[config.mk]
export PLATFORM = sky130hd
export DESIGN_NAME = infix_add_sub_evaluator_core
export DESIGN_NICKNAME = d
export VERILOG_FILES = /design/src/iase_pkg.sv /design/src/iase_ram.sv /design/src/iase_datapath.sv /design/src/iase_ctrl.sv /design/src/infix_add_sub_evaluator_core.sv
export SDC_FILE = /design/constraint.sdc
export NUM_CORES = 1
export LEC_CHECK = 0
export ABC_AREA = 1
export BUFFER_PORTS_ARGS = -buffer_cell sky130_fd_sc_hd__buf_2
export CORE_MARGIN = 5
export CORE_UTILIZATION = 42
export DETAILED_ROUTE_END_ITERATION = 10
export SLEW_MARGIN = 20
export SYNTH_ARGS = -nofsm -noshare
export SYNTH_HDL_FRONTEND = slang
export SYNTH_SLANG_ARGS = --single-unit
[constraint.sdc]
create_clock -name clk_i -period 6.4 [get_ports clk_i]
set_input_delay 0.32 -clock clk_i [delete_from_list [all_inputs] [get_ports clk_i]]
set_output_delay 0.32 -clock clk_i [all_outputs]
set_load 0.01 [all_outputs]
[src/iase_pkg.sv]
// Shared types, constants and priority tables for the infix add/subtract evaluator.
`default_nettype none

package iase_pkg;

  localparam int unsigned OPERATOR_DEPTH = 32;
  localparam int unsigned VALUE_DEPTH    = 32;

  localparam int unsigned OP_AW  = $clog2(OPERATOR_DEPTH);
  localparam int unsigned OP_CW  = $clog2(OPERATOR_DEPTH + 1);
  localparam int unsigned VAL_AW = $clog2(VALUE_DEPTH);
  localparam int unsigned VAL_CW = $clog2(VALUE_DEPTH + 1);

  localparam int unsigned DATA_W = 32;

  // ASCII characters the evaluator reacts to
  localparam logic [7:0] CH_ZERO  = 8'h30;
  localparam logic [7:0] CH_NINE  = 8'h39;
  localparam logic [7:0] CH_PLUS  = 8'h2B;
  localparam logic [7:0] CH_MINUS = 8'h2D;
  localparam logic [7:0] CH_OPEN  = 8'h28;
  localparam logic [7:0] CH_CLOSE = 8'h29;

  // result status codes
  localparam logic [1:0] STATUS_OK        = 2'd0;
  localparam logic [1:0] STATUS_MALFORMED = 2'd1;
  localparam logic [1:0] STATUS_OVERFLOW  = 2'd2;

  typedef enum logic [2:0] {
    OP_END   = 3'd0,
    OP_ADD   = 3'd1,
    OP_SUB   = 3'd2,
    OP_OPEN  = 3'd3,
    OP_CLOSE = 3'd4
  } op_e;

  // commands from the controller to the datapath
  typedef struct packed {
    logic acc;          // fold the input digit into the pending number
    logic flush;        // push the pending number if there is one
    logic op_push;      // push op onto the operator stack
    logic op_pop;       // pop the operator stack, keep the popped symbol
    logic op_top_load;  // reload the cached operator top from memory
    logic apply;        // combine the two top values with the popped symbol
    logic set_err1;     // flag a malformed expression
    logic out_load;     // capture the result word
    logic clear;        // return the expression state to reset
    op_e  op;           // operator being handled
  } cmd_t;

  // status from the datapath to the controller
  typedef struct packed {
    logic in_digit;
    logic in_op_known;
    op_e  in_op;
    logic op_empty;
    logic lvl_lt;       // incoming priority below the stacked one
    logic lvl_eq;
    logic sym_arith;    // popped symbol is add or subtract
    logic val_ge2;      // at least two values stacked
  } sts_t;

  function automatic logic [2:0] prio_in(op_e op);
    logic [2:0] p;
    unique case (op)
      OP_END:   p = 3'd0;
      OP_ADD:   p = 3'd3;
      OP_SUB:   p = 3'd3;
      OP_OPEN:  p = 3'd1;
      OP_CLOSE: p = 3'd4;
      default:  p = 3'd0;
    endcase
    return p;
  endfunction

  function automatic logic [2:0] prio_out(op_e op);
    logic [2:0] p;
    unique case (op)
      OP_END:   p = 3'd0;
      OP_ADD:   p = 3'd2;
      OP_SUB:   p = 3'd2;
      OP_OPEN:  p = 3'd4;
      OP_CLOSE: p = 3'd1;
      default:  p = 3'd0;
    endcase
    return p;
  endfunction

endpackage

`default_nettype wire

[src/iase_ram.sv]
// Generic single-write, single-read RAM with registered read data.
`default_nettype none

module iase_ram #(
  parameter int unsigned WIDTH = 32,
  parameter int unsigned DEPTH = 32
) (
  input  wire logic                     clk_i,
  input  wire logic                     we_i,
  input  wire logic [$clog2(DEPTH)-1:0] waddr_i,
  input  wire logic [WIDTH-1:0]         wdata_i,
  input  wire logic [$clog2(DEPTH)-1:0] raddr_i,
  output logic      [WIDTH-1:0]         rdata_o
);

  logic [WIDTH-1:0] mem_q [DEPTH];
  logic [WIDTH-1:0] rdata_q;

  always_ff @(posedge clk_i) begin
    if (we_i) begin
      mem_q[waddr_i] <= wdata_i;
    end
    rdata_q <= mem_q[raddr_i];
  end

  assign rdata_o = rdata_q;

endmodule

`default_nettype wire

[src/iase_datapath.sv]
// Datapath: pending number, operator and value stacks, arithmetic and result register.
`default_nettype none

module iase_datapath (
  input  wire logic                 clk_i,
  input  wire logic                 rst_ni,
  input  wire logic [7:0]           character_i,
  input  wire iase_pkg::cmd_t       cmd_i,
  output iase_pkg::sts_t            sts_o,
  output logic signed [31:0]        value_o,
  output logic [1:0]                status_o
);

  import iase_pkg::*;

  logic [OP_CW-1:0]   op_cnt_q, op_cnt_d;
  logic [VAL_CW-1:0]  val_cnt_q, val_cnt_d;
  logic [DATA_W-1:0]  pend_q, pend_d;
  logic               active_q, active_d;
  logic [1:0]         err_q, err_d;
  op_e                op_top_q, op_top_d;
  op_e                pop_sym_q, pop_sym_d;
  logic [DATA_W-1:0]  val_top_q, val_top_d;
  logic signed [31:0] out_value_q, out_value_d;
  logic [1:0]         out_status_q, out_status_d;

  logic [OP_CW-1:0]   op_cnt_m2;
  logic [VAL_CW-1:0]  val_cnt_m2;
  logic               op_full, val_full;
  logic               op_we, val_we;
  logic [VAL_AW-1:0]  val_waddr;
  logic [DATA_W-1:0]  val_wdata;
  logic [2:0]         op_rdata;
  logic [DATA_W-1:0]  val_rdata;
  logic [DATA_W-1:0]  sum;
  logic [3:0]         digit;

  assign op_cnt_m2  = op_cnt_q - OP_CW'(2);
  assign val_cnt_m2 = val_cnt_q - VAL_CW'(2);
  assign op_full    = (op_cnt_q == OP_CW'(OPERATOR_DEPTH));
  assign val_full   = (val_cnt_q == VAL_CW'(VALUE_DEPTH));
  assign digit      = 4'(character_i - CH_ZERO);
  assign sum        = (pop_sym_q == OP_ADD) ? (val_rdata + val_top_q) : (val_rdata - val_top_q);

  assign op_we     = cmd_i.op_push && !op_full;
  assign val_we    = (cmd_i.flush && active_q && !val_full) || cmd_i.apply;
  assign val_waddr = cmd_i.apply ? val_cnt_m2[VAL_AW-1:0] : val_cnt_q[VAL_AW-1:0];
  assign val_wdata = cmd_i.apply ? sum : pend_q;

  iase_ram #(
    .WIDTH (3),
    .DEPTH (OPERATOR_DEPTH)
  ) u_op_ram (
    .clk_i   (clk_i),
    .we_i    (op_we),
    .waddr_i (op_cnt_q[OP_AW-1:0]),
    .wdata_i (cmd_i.op),
    .raddr_i (op_cnt_m2[OP_AW-1:0]),
    .rdata_o (op_rdata)
  );

  iase_ram #(
    .WIDTH (DATA_W),
    .DEPTH (VALUE_DEPTH)
  ) u_val_ram (
    .clk_i   (clk_i),
    .we_i    (val_we),
    .waddr_i (val_waddr),
    .wdata_i (val_wdata),
    .raddr_i (val_cnt_m2[VAL_AW-1:0]),
    .rdata_o (val_rdata)
  );

  // decode the incoming character and the priority compare
  always_comb begin
    sts_o             = '0;
    sts_o.in_op       = OP_END;
    sts_o.in_digit    = (character_i >= CH_ZERO) && (character_i <= CH_NINE);
    case (character_i)
      CH_PLUS:  begin sts_o.in_op_known = 1'b1; sts_o.in_op = OP_ADD;   end
      CH_MINUS: begin sts_o.in_op_known = 1'b1; sts_o.in_op = OP_SUB;   end
      CH_OPEN:  begin sts_o.in_op_known = 1'b1; sts_o.in_op = OP_OPEN;  end
      CH_CLOSE: begin sts_o.in_op_known = 1'b1; sts_o.in_op = OP_CLOSE; end
      default:  sts_o.in_op_known = 1'b0;
    endcase
    sts_o.op_empty  = (op_cnt_q == '0);
    sts_o.lvl_lt    = prio_out(cmd_i.op) < prio_in(op_top_q);
    sts_o.lvl_eq    = prio_out(cmd_i.op) == prio_in(op_top_q);
    sts_o.sym_arith = (pop_sym_q == OP_ADD) || (pop_sym_q == OP_SUB);
    sts_o.val_ge2   = (val_cnt_q >= VAL_CW'(2));
  end

  always_comb begin
    op_cnt_d     = op_cnt_q;
    val_cnt_d    = val_cnt_q;
    pend_d       = pend_q;
    active_d     = active_q;
    err_d        = err_q;
    op_top_d     = op_top_q;
    pop_sym_d    = pop_sym_q;
    val_top_d    = val_top_q;
    out_value_d  = out_value_q;
    out_status_d = out_status_q;

    if (cmd_i.acc) begin
      pend_d   = (pend_q << 3) + (pend_q << 1) + {{(DATA_W-4){1'b0}}, digit};
      active_d = 1'b1;
    end

    if (cmd_i.flush && active_q) begin
      if (val_full) begin
        if (err_q == STATUS_OK) err_d = STATUS_OVERFLOW;
      end else begin
        val_top_d = pend_q;
        val_cnt_d = val_cnt_q + VAL_CW'(1);
      end
      pend_d   = '0;
      active_d = 1'b0;
    end

    if (cmd_i.op_push) begin
      if (op_full) begin
        if (err_q == STATUS_OK) err_d = STATUS_OVERFLOW;
      end else begin
        op_top_d = cmd_i.op;
        op_cnt_d = op_cnt_q + OP_CW'(1);
      end
    end

    if (cmd_i.op_pop) begin
      pop_sym_d = op_top_q;
      op_cnt_d  = op_cnt_q - OP_CW'(1);
    end

    if (cmd_i.op_top_load) begin
      op_top_d = op_e'(op_rdata);
    end

    if (cmd_i.apply) begin
      val_top_d = sum;
      val_cnt_d = val_cnt_q - VAL_CW'(1);
    end

    if (cmd_i.set_err1 && (err_q == STATUS_OK)) begin
      err_d = STATUS_MALFORMED;
    end

    if (cmd_i.out_load) begin
      out_value_d = (val_cnt_q == '0) ? '0 : $signed(val_top_q);
      if (err_q != STATUS_OK) begin
        out_status_d = err_q;
      end else begin
        out_status_d = (val_cnt_q == '0) ? STATUS_MALFORMED : STATUS_OK;
      end
    end

    if (cmd_i.clear) begin
      op_cnt_d  = '0;
      val_cnt_d = '0;
      pend_d    = '0;
      active_d  = 1'b0;
      err_d     = STATUS_OK;
    end
  end

  always_ff @(posedge clk_i or negedge rst_ni) begin
    if (!rst_ni) begin
      op_cnt_q  <= '0;
      val_cnt_q <= '0;
      pend_q    <= '0;
      active_q  <= 1'b0;
      err_q     <= STATUS_OK;
    end else begin
      op_cnt_q  <= op_cnt_d;
      val_cnt_q <= val_cnt_d;
      pend_q    <= pend_d;
      active_q  <= active_d;
      err_q     <= err_d;
    end
  end

  always_ff @(posedge clk_i) begin
    op_top_q     <= op_top_d;
    pop_sym_q    <= pop_sym_d;
    val_top_q    <= val_top_d;
    out_value_q  <= out_value_d;
    out_status_q <= out_status_d;
  end

  assign value_o  = out_value_q;
  assign status_o = out_status_q;

endmodule

`default_nettype wire

[src/iase_ctrl.sv]
// Controller: sequences character handling, stack pops, arithmetic and result hand-off.
`default_nettype none

module iase_ctrl (
  input  wire logic           clk_i,
  input  wire logic           rst_ni,
  input  wire logic           in_valid_i,
  input  wire logic           end_of_text_i,
  input  wire logic           out_ready_i,
  input  wire iase_pkg::sts_t sts_i,
  output iase_pkg::cmd_t      cmd_o,
  output logic                in_ready_o,
  output logic                out_valid_o
);

  import iase_pkg::*;

  typedef enum logic [2:0] {
    S_IDLE,
    S_FLUSH,
    S_OP,
    S_OPTOP,
    S_APPLY,
    S_NEXT,
    S_RESULT
  } state_e;

  state_e state_q, state_d;
  op_e    cur_op_q, cur_op_d;
  logic   op_known_q, op_known_d;
  logic   last_q, last_d;
  logic   fin_q, fin_d;
  logic   apply_q, apply_d;
  logic   out_valid_q, out_valid_d;

  always_comb begin
    state_d     = state_q;
    cur_op_d    = cur_op_q;
    op_known_d  = op_known_q;
    last_d      = last_q;
    fin_d       = fin_q;
    apply_d     = apply_q;
    out_valid_d = out_valid_q && !out_ready_i;
    cmd_o       = '0;
    cmd_o.op    = cur_op_q;

    unique case (state_q)
      S_IDLE: begin
        if (in_valid_i) begin
          last_d = end_of_text_i;
          if (sts_i.in_digit) begin
            cmd_o.acc  = 1'b1;
            op_known_d = 1'b0;
            state_d    = end_of_text_i ? S_FLUSH : S_IDLE;
          end else begin
            op_known_d = sts_i.in_op_known;
            cur_op_d   = sts_i.in_op;
            state_d    = S_FLUSH;
          end
        end
      end
      S_FLUSH: begin
        cmd_o.flush = 1'b1;
        state_d     = op_known_q ? S_OP : S_NEXT;
      end
      S_OP: begin
        if (!sts_i.op_empty && sts_i.lvl_lt) begin
          cmd_o.op_pop = 1'b1;
          apply_d      = 1'b1;
          state_d      = S_OPTOP;
        end else if (!sts_i.op_empty && sts_i.lvl_eq) begin
          cmd_o.op_pop = 1'b1;
          apply_d      = 1'b0;
          state_d      = S_OPTOP;
        end else begin
          cmd_o.op_push = 1'b1;
          state_d       = S_NEXT;
        end
      end
      S_OPTOP: begin
        cmd_o.op_top_load = 1'b1;
        if (!apply_q) begin
          state_d = S_NEXT;
        end else if (sts_i.sym_arith && sts_i.val_ge2) begin
          state_d = S_APPLY;
        end else begin
          cmd_o.set_err1 = sts_i.sym_arith;
          state_d        = S_OP;
        end
      end
      S_APPLY: begin
        cmd_o.apply = 1'b1;
        state_d     = S_OP;
      end
      S_NEXT: begin
        if (last_q) begin
          cur_op_d = OP_END;
          last_d   = 1'b0;
          fin_d    = 1'b1;
          state_d  = S_OP;
        end else if (fin_q) begin
          state_d = S_RESULT;
        end else begin
          state_d = S_IDLE;
        end
      end
      S_RESULT: begin
        if (!out_valid_q || out_ready_i) begin
          cmd_o.out_load = 1'b1;
          cmd_o.clear    = 1'b1;
          out_valid_d    = 1'b1;
          fin_d          = 1'b0;
          state_d        = S_IDLE;
        end
      end
      default: state_d = S_IDLE;
    endcase
  end

  always_ff @(posedge clk_i or negedge rst_ni) begin
    if (!rst_ni) begin
      state_q     <= S_IDLE;
      cur_op_q    <= OP_END;
      op_known_q  <= 1'b0;
      last_q      <= 1'b0;
      fin_q       <= 1'b0;
      apply_q     <= 1'b0;
      out_valid_q <= 1'b0;
    end else begin
      state_q     <= state_d;
      cur_op_q    <= cur_op_d;
      op_known_q  <= op_known_d;
      last_q      <= last_d;
      fin_q       <= fin_d;
      apply_q     <= apply_d;
      out_valid_q <= out_valid_d;
    end
  end

  assign in_ready_o  = (state_q == S_IDLE);
  assign out_valid_o = out_valid_q;

endmodule

`default_nettype wire

[src/infix_add_sub_evaluator_core.sv]
// Top level of the infix add/subtract expression evaluator.
//
// Usage: feed the expression text one ASCII character per input word on the
// valid/ready input channel (character_i, end_of_text_i). Digits build a decimal
// number, '+', '-', '(' and ')' go through an operator-precedence two-stack
// scheme, spaces and any other byte just end the number being typed. The word
// with end_of_text_i set closes the expression: the operator stack is emptied and
// one result word (value_o, status_o) appears on the output channel. Status 0 is
// ok, 1 a malformed expression, 2 a stack overflow; the first error sticks.
//
// Sequencing: a digit that does not end the text is taken in the idle state.
// Any other character passes the flush state and, for an operator, the compare
// state, which pops the operator stack or stacks the operator. Each pop waits on
// the registered read of the operator stack memory and each add or subtract on
// that of the value stack memory. Closing the text adds the end-mark pass, with
// the same pops and add/subtract steps, and the result register load, held back
// while that register still holds an unaccepted word.
// One character is in work at a time; in_ready_o is high only when idle.
//
// Reset clears all counters and flags; stack memories need no clearing since only
// entries below the counts are read. A stalled receiver holds the result word in
// the output register; the next expression is accepted meanwhile and only its
// own result waits until that register is free.
`default_nettype none

module infix_add_sub_evaluator_core (
  input  wire logic               clk_i,
  input  wire logic               rst_ni,
  input  wire logic               in_valid_i,
  output logic                    in_ready_o,
  input  wire logic [7:0]         character_i,
  input  wire logic               end_of_text_i,
  output logic                    out_valid_o,
  input  wire logic               out_ready_i,
  output logic signed [31:0]      value_o,
  output logic [1:0]              status_o
);

  import iase_pkg::*;

  cmd_t cmd;
  sts_t sts;

  // sequencer: decides what the datapath does each cycle
  iase_ctrl u_ctrl (
    .clk_i         (clk_i),
    .rst_ni        (rst_ni),
    .in_valid_i    (in_valid_i),
    .end_of_text_i (end_of_text_i),
    .out_ready_i   (out_ready_i),
    .sts_i         (sts),
    .cmd_o         (cmd),
    .in_ready_o    (in_ready_o),
    .out_valid_o   (out_valid_o)
  );

  // stacks, number accumulator, adder and the result register
  iase_datapath u_datapath (
    .clk_i       (clk_i),
    .rst_ni      (rst_ni),
    .character_i (character_i),
    .cmd_i       (cmd),
    .sts_o       (sts),
    .value_o     (value_o),
    .status_o    (status_o)
  );

endmodule

`default_nettype wire

# --- Yosys cells after proc, flatten, opt, wreduce, memory -nomap -nowiden ---
# Memories as Yosys holds them, arrays and structs flattened. A register that Yosys moved wholly into a read port is not among the register bits.
# Cells that the tools add are included.
word_totals:
  reg_bits: 130
  latch_bits: 0
  ram_bits: 1120
  romBits: 0
  output_inout_bits: 36
  wordCells: 191
  n_memories: 2
mem_list:
  columns: ["name", "words", "width", "read_ports", "rd_clocked_by_memory_dff", "write_ports", "line", "source"]
  rows:
  - ["u_datapath.u_val_ram.mem_q", 32, 32, 1, 1, 1, "iase_ram.sv:16", "logic [WIDTH-1:0] mem_q [DEPTH];"]
  - ["u_datapath.u_op_ram.mem_q", 32, 3, 1, 1, 1, "iase_ram.sv:16", null]
classes:
  add_sub_neg: 11
  mul: 0
  div: 0
  n_lt_le_gt_ge: 4
  eq_ne: 31
  shift: 0
  muxes: 83
  bitwise: 0
  n_reduce_logical: 43
ops:
  columns: ["cell", "count"]
  rows:
  - ["2-to-1 mux 32 bit", 8]
  - ["adder 32 bit", 2]
  - ["2-to-1 mux 3 bit", 16]
  - ["2-to-1 mux 6 bit", 8]
  - ["adder 32 x 4 -> 32 bit", 1]
  - ["== test 8 x 6 -> 1 bit (second input constant)", 4]
  - ["subtractor 32 bit", 1]
  - ["2-to-1 mux 1 bit", 31]
  - ["2-to-1 mux 2 bit", 12]
  - ["== test 3 x 2 -> 1 bit (second input constant)", 7]
  - ["one-hot mux 3 bit (7 select lines)", 1]
  - ["one-hot mux 3 bit (3 select lines)", 2]
  - ["AND reduction 2 bit", 8]
  - ["== test 3 bit (second input constant)", 5]
  - ["adder 6 x 1 -> 6 bit (second input constant)", 2]
  - ["== test 3 x 1 -> 1 bit (second input constant)", 4]
  - ["== test 6 bit (second input constant)", 2]
  - ["logical NOT 6 bit", 2]
  - ["one-hot mux 3 bit (4 select lines)", 1]
  - ["nonzero test 2 bit", 6]
  - ["subtractor 6 x 1 -> 6 bit (second input constant)", 2]
  - ["subtractor 5 x 2 -> 5 bit (second input constant)", 2]
  - ["logical AND 1 bit", 9]
  - ["nonzero test 3 bit", 3]
  - ["other kinds (21)", 33]

# --- Logic depth before layout (Yosys ltp) ---
logic_depth:
  depth_word: 11
  mapped_depth: 20
  depth_no_buf: 20

# --- Cells and area by module ---
# From an unflattened synthesis, not the netlist that was laid out.
hier_totals:
  cells_unflattened: 5703
  hier_area_um2: 58454.8
modules_own_cells:
  columns: ["module", "instances", "cells_per_inst", "area_each_um2", "seq_area_each_um2"]
  rows:
  - ["iase_ram at u_datapath.u_val_ram", 1, 3536, 42405.7, 31390.1]
  - ["iase_datapath", 1, 1696, 11212.0, 3338.2]
  - ["iase_ram at u_datapath.u_op_ram", 1, 377, 4127.7, 2942.8]
  - ["iase_ctrl", 1, 94, 709.4, 275.3]

# --- Worst setup path before layout ---
# OpenSTA, ideal clock, no wires.
synth_path:
  kind: "reg2reg"
  startpoint: "register u_datapath.val_top_q[0]"
  endpoint: "memory u_datapath.u_val_ram.mem_q[0][15], data pin"
  setup_time_ns: 0.462
  arrival_ns: 3.540
  path_slack_ns: 2.399
  path_stages_with_launch: 17
  n_path_buf: 0
  synth_period_minus_slack_ns: 4.001
  cell_sequence: "edfxtp_1 -> inv_1 -> ha_1 -> nand3_1 -> nor3_2 -> nand2_1 -> nand2_1 -> xnor2_1 -> ha_1 -> nand2_1 -> inv_1 -> nand2_1 -> nand2_1 -> a21oi_1 -> nand2_1 -> xnor2_1 -> o21ai_0"
synth_via:
  elab_chain_len: 3
synth_rtl:
  columns: ["element", "line", "source"]
  rows:
  - ["start: declaration", "iase_datapath.sv:23", "logic [DATA_W-1:0] val_top_q, val_top_d;"]
  - ["start signal: assignment", "iase_datapath.sv:185", "val_top_q <= val_top_d;"]
  - ["subtractor 32 bit / adder 32 bit (equally long branches)", "iase_datapath.sv:43", "assign sum = (pop_sym_q == OP_ADD) ? (val_rdata + val_top_q) : (val_rdata - val_top_q);"]
  - ["2-to-1 mux 32 bit *", "iase_datapath.sv:43", null]
  - ["2-to-1 mux 32 bit *", "iase_datapath.sv:48", "assign val_wdata = cmd_i.apply ? sum : pend_q;"]
  - ["named net u_datapath.u_val_ram.wdata_i[15]", "iase_ram.sv:11", "input wire logic [WIDTH-1:0] wdata_i,"]
  - ["end: declaration", "iase_ram.sv:16", null]
# Mark *: on every way through the listed nets, which the timed path passes. The rest lies on a longest branch.

# --- Worst setup path in the final report ---
layout_path:
  startpoint: "register u_datapath.val_cnt_q[1]"
  endpoint: "memory u_datapath.u_val_ram.mem_q[11][1] (enable)"
layout_via:
  elab_chain_len: 6
layout_rtl:
  columns: ["element", "line", "source"]
  rows:
  - ["start: declaration", "iase_datapath.sv:17", "logic [VAL_CW-1:0] val_cnt_q, val_cnt_d;"]
  - ["start signal: assignment", "iase_datapath.sv:175", "val_cnt_q <= val_cnt_d;"]
  - ["== test 6 bit", "iase_datapath.sv:41", "assign val_full = (val_cnt_q == VAL_CW'(VALUE_DEPTH));"]
  - ["logical NOT 1 bit", "iase_datapath.sv:46", "assign val_we = (cmd_i.flush && active_q && !val_full) || cmd_i.apply;"]
  - ["logical AND 1 bit", "iase_datapath.sv:46", null]
  - ["logical OR 1 bit", "iase_datapath.sv:46", null]
  - ["2-to-1 mux 1 bit", "iase_ram.sv:20", "if (we_i) begin"]
  - ["2-to-1 mux 1 bit (implied by the code)", "iase_ram.sv:21", "mem_q[waddr_i] <= wdata_i;"]
# Several ways; a longest one is shown, not always the timed one.

==> impl_metrics.tcl <==
set metrics [dict create \
    synth_top_area_share_pct 63.5 \
    ys_seq_area_share_pct 67.3 \
    routed_wl_mm 165 \
    final_common_cell "edfxtp_1" \
    cp.required_ns 6.81 \
    synth_compound_area_share_pct 10.7 \
    crit_path_frequent_cell "buf_4" \
    slew_viol_final 0 \
    crit_slowest_cell "dfrtp_4" \
    path_clk_slew_ns 0.06 \
    portBuffers 48 \
    stdcell_area_sq_um 63500 \
    crit_type "register to register" \
    worstSetupEndpoint "u_datapath.u_val_ram.mem_q[11][1]" \
    num-fill-cells 12100 \
    h-tree-depth 4 \
    synth_top_flop_cell "edfxtp_1" \
    async_flop_share_pct 4.51 \
    area_growth_pct 12.5 \
    drc 0 \
    fmax_mhz 227 \
    clock-sinks 1285 \
    dieArea_sq_um 142000 \
    grtUsageTotal_pct 22.8 \
    crit_chain "inv_8 -> ha_4 -> xnor2_4 -> buf_4 -> o21ai_1 -> inv_2 -> nor2_1 -> nand2_1 -> nor2_4 -> buf_4" \
    worst_ep_arrival_time_ns 4.80 \
    yosys.area_share.adder_pct 2.55 \
    cts-buffers-inserted 140 \
    insertion_delay_ns 0.78 \
    period_minus_slack_ns 4.40 \
    grt_max_degree 217 \
    hold_viol 0 \
    synth_xor_area_share_pct 0.805 \
    antenna_found_initial 8 \
    placed_area_sq_um 58800 \
    yosys.cell_types.count 55 \
    power_density_nw_per_um2 501 \
    synth_top_area_cell "edfxtp_1" \
    syn_area_sq_um 56400 \
    vdd_ir_drop_max_v 0.000553 \
    layout_common_cells "1192 x edfxtp_1, 871 x nand2_1, 682 x nor2_1" \
    slowest_delay_ns 0.88 \
    worstSetupEndpointType "register" \
    setup_viol 0 \
    yosysWarningCount 0 \
    worst_slew_pin_slew_ns 1.19 \
    status "completed" \
    synth.avg_cell_area_sq_um 11.3 \
    overflow 0 \
    slew_headroom_pct 20.8 \
    design_power_total_uw 31800 \
    rr_worst_depth 10 \
    critPathTopFamily "buffers and inverters" \
    cp_num_buf_inv 4 \
    yosys-top-cells-area "edfxtp_1 63%, nand2_1 5.9%, nor2_1 4.8%" \
    hold_class "input port to register" \
    wl_per_cell_um 23.9 \
    cts_root_buffer "clkbuf_16" \
    fin_nets 5161 \
    fin_crit_sh_pct 68.7 \
    start_util_pct 42.3 \
    cp_num_cells 10 \
    synthCells 4981 \
    grt_pass1_vias 37100 \
    reg2reg_to "u_datapath.u_val_ram.mem_q[11][1]" \
    cts_tree "yes" \
    cap_violations 0 \
    synth-edff-count 1192 \
    rsz0062_at_grt "false" \
    coreArea_sq_um 133000 \
    drtIter0Drc 4339 \
    yosys.area_share.simple_pct 14.2 \
    num_vias 39400 \
    clockBufferDepth 3 \
    ys_ff_latch 1285 \
    viasPerCell 5.69 \
    crit-reg2reg-launch "u_datapath.val_cnt_q[1]" \
    synth_top_family_by_area "simple AND/OR/NAND/NOR gates" \
    r2r_slack_ns 2.00 \
    critPathLaunchType "register" \
    num_rows 134 \
    ant_nets 0 \
    post-cts-setup-buffer-count 0 \
    synth_nets 5106 \
    grt_first_pass_wirelength_mm 244 \
    leakage_uw 0.0234 \
    drt_first_pass_iters 6 \
    dp_hpwl_mm 96.1 \
    layout-drive-gt1-share_pct 9.05 \
    die_height_um 376 \
    ios 49 \
    crit_path_start "u_datapath.val_cnt_q[1]" \
    routabilityCongestion 0.940 \
    critPathMaxFanout 72 \
    finClkSkew_ns 0.0400 \
    muxShareOfSynthArea_pct 0 \
    tns_ns 0 \
    fp.dieW_um 376 \
]
cell families after synthesis:
family / after synthesis
fa+ha+maj: 112
simple gates: 1962
flops: 1285
xor+xnor: 51
buf+inv: 584
compound gates: 987
power breakdown:
part           total (uW)  internal [uW]  switching, uW
combinational       12400           3300           9150
sequential          11400          10900            570
clock                7940           4600           3340
total               31800          18800          13100
per-layer routing:
metal	GRT usage, %	wire [um]	vias up
met3	3.50	12800	240
met5	0	27	-
li1	-	-	17900
met4	6.21	3910	4
met2	35.4	75100	1577
met1	33.6	73300	19600
synthesized netlist by cell type, types with 21 or more instances:
cell / count
nor2_1: 714
nand3_1: 256
xor2_1: 21
o221ai_1: 234
buf_4: 33
a21oi_1: 86
nand4_1: 41
buf_2: 63
nand2_1: 883
edfxtp_1: 1192
xnor2_1: 29
o21ai_1: 109
clkbuf_1: 116
inv_1: 316
o21ai_0: 474
dfrtp_1: 58
o22ai_1: 26
ha_1: 107
dfxtp_1: 35
flip-flops by register name, indices dropped and copies added, names as in the netlist, 6 cells and up:
signal and flops:
u_datapath.u_val_ram.rdata_o 32, u_datapath.val_cnt_q 6, u_datapath.val_top_q 32, u_datapath.u_op_ram.mem_q 96, u_datapath.op_cnt_q 6, u_datapath.u_val_ram.mem_q 1024, u_datapath.pend_q 32, u_datapath.value_o 32
final cells by class:
| type | count | area [sq um] | share of cell area, % |
|---|---|---|---|
| clock inverters | 66 | 678 | 1.07 |
| multi-input cells | 3112 | 16300 | 25.7 |
| repair buffers | 161 | 1190 | 1.88 |
| well taps | 1768 | 2210 | 3.49 |
| inverters | 336 | 1290 | 2.03 |
| diodes | 4 | 10.0 | 0.0158 |
| clock buffers | 192 | 3830 | 6.04 |
| flip-flops and latches | 1285 | 38000 | 59.8 |
tightest hold or removal path: cells and delay by family:
family	cells	cell delay, ns
AOI/OAI and AO/OA	2	0.12
buffers and inverters	1	0.14
and+or+nand+nor	3	0.20
repair_timing:
action                    in CTS  in global routing
hold endpoints to repair      67                  0
resized for setup              0                  0
hold buffers                  12                  0
worst min path at each step:
stage	startpoint	end	slack, ns	depth (start not counted)
2_1_floorplan	rst_ni	u_ctrl.apply_q	0.02	0
3_3_place_gp	u_datapath.pend_q[31]	u_datapath.pend_q[31]	0.47	2
3_5_place_dp	u_datapath.pend_q[31]	u_datapath.pend_q[31]	0.48	2
4_1_cts	character_i[2]	u_ctrl.cur_op_q[1]	0.005	5
5_1_grt	character_i[2]	u_ctrl.cur_op_q[1]	0.06	5
6_report	character_i[2]	u_ctrl.cur_op_q[0]	0.06	6
per-stage QoR:
step | hold WS [ns] | utilization [%] | setup slack [ns] | cells
2_1_floorplan | 0.0244 | - | 2.40 | 4981
3_3_place_gp | 0.471 | 44.1 | 1.89 | 6650
3_5_place_dp | 0.480 | 44.1 | 1.87 | 6650
4_1_cts | 0.00508 | 47.5 | 1.86 | 6920
5_1_grt | 0.0624 | 47.6 | 1.73 | 6920
6_report | 0.0609 | 47.6 | 2.00 | 6924
Note: power is estimated with default switching activity, not from simulation.
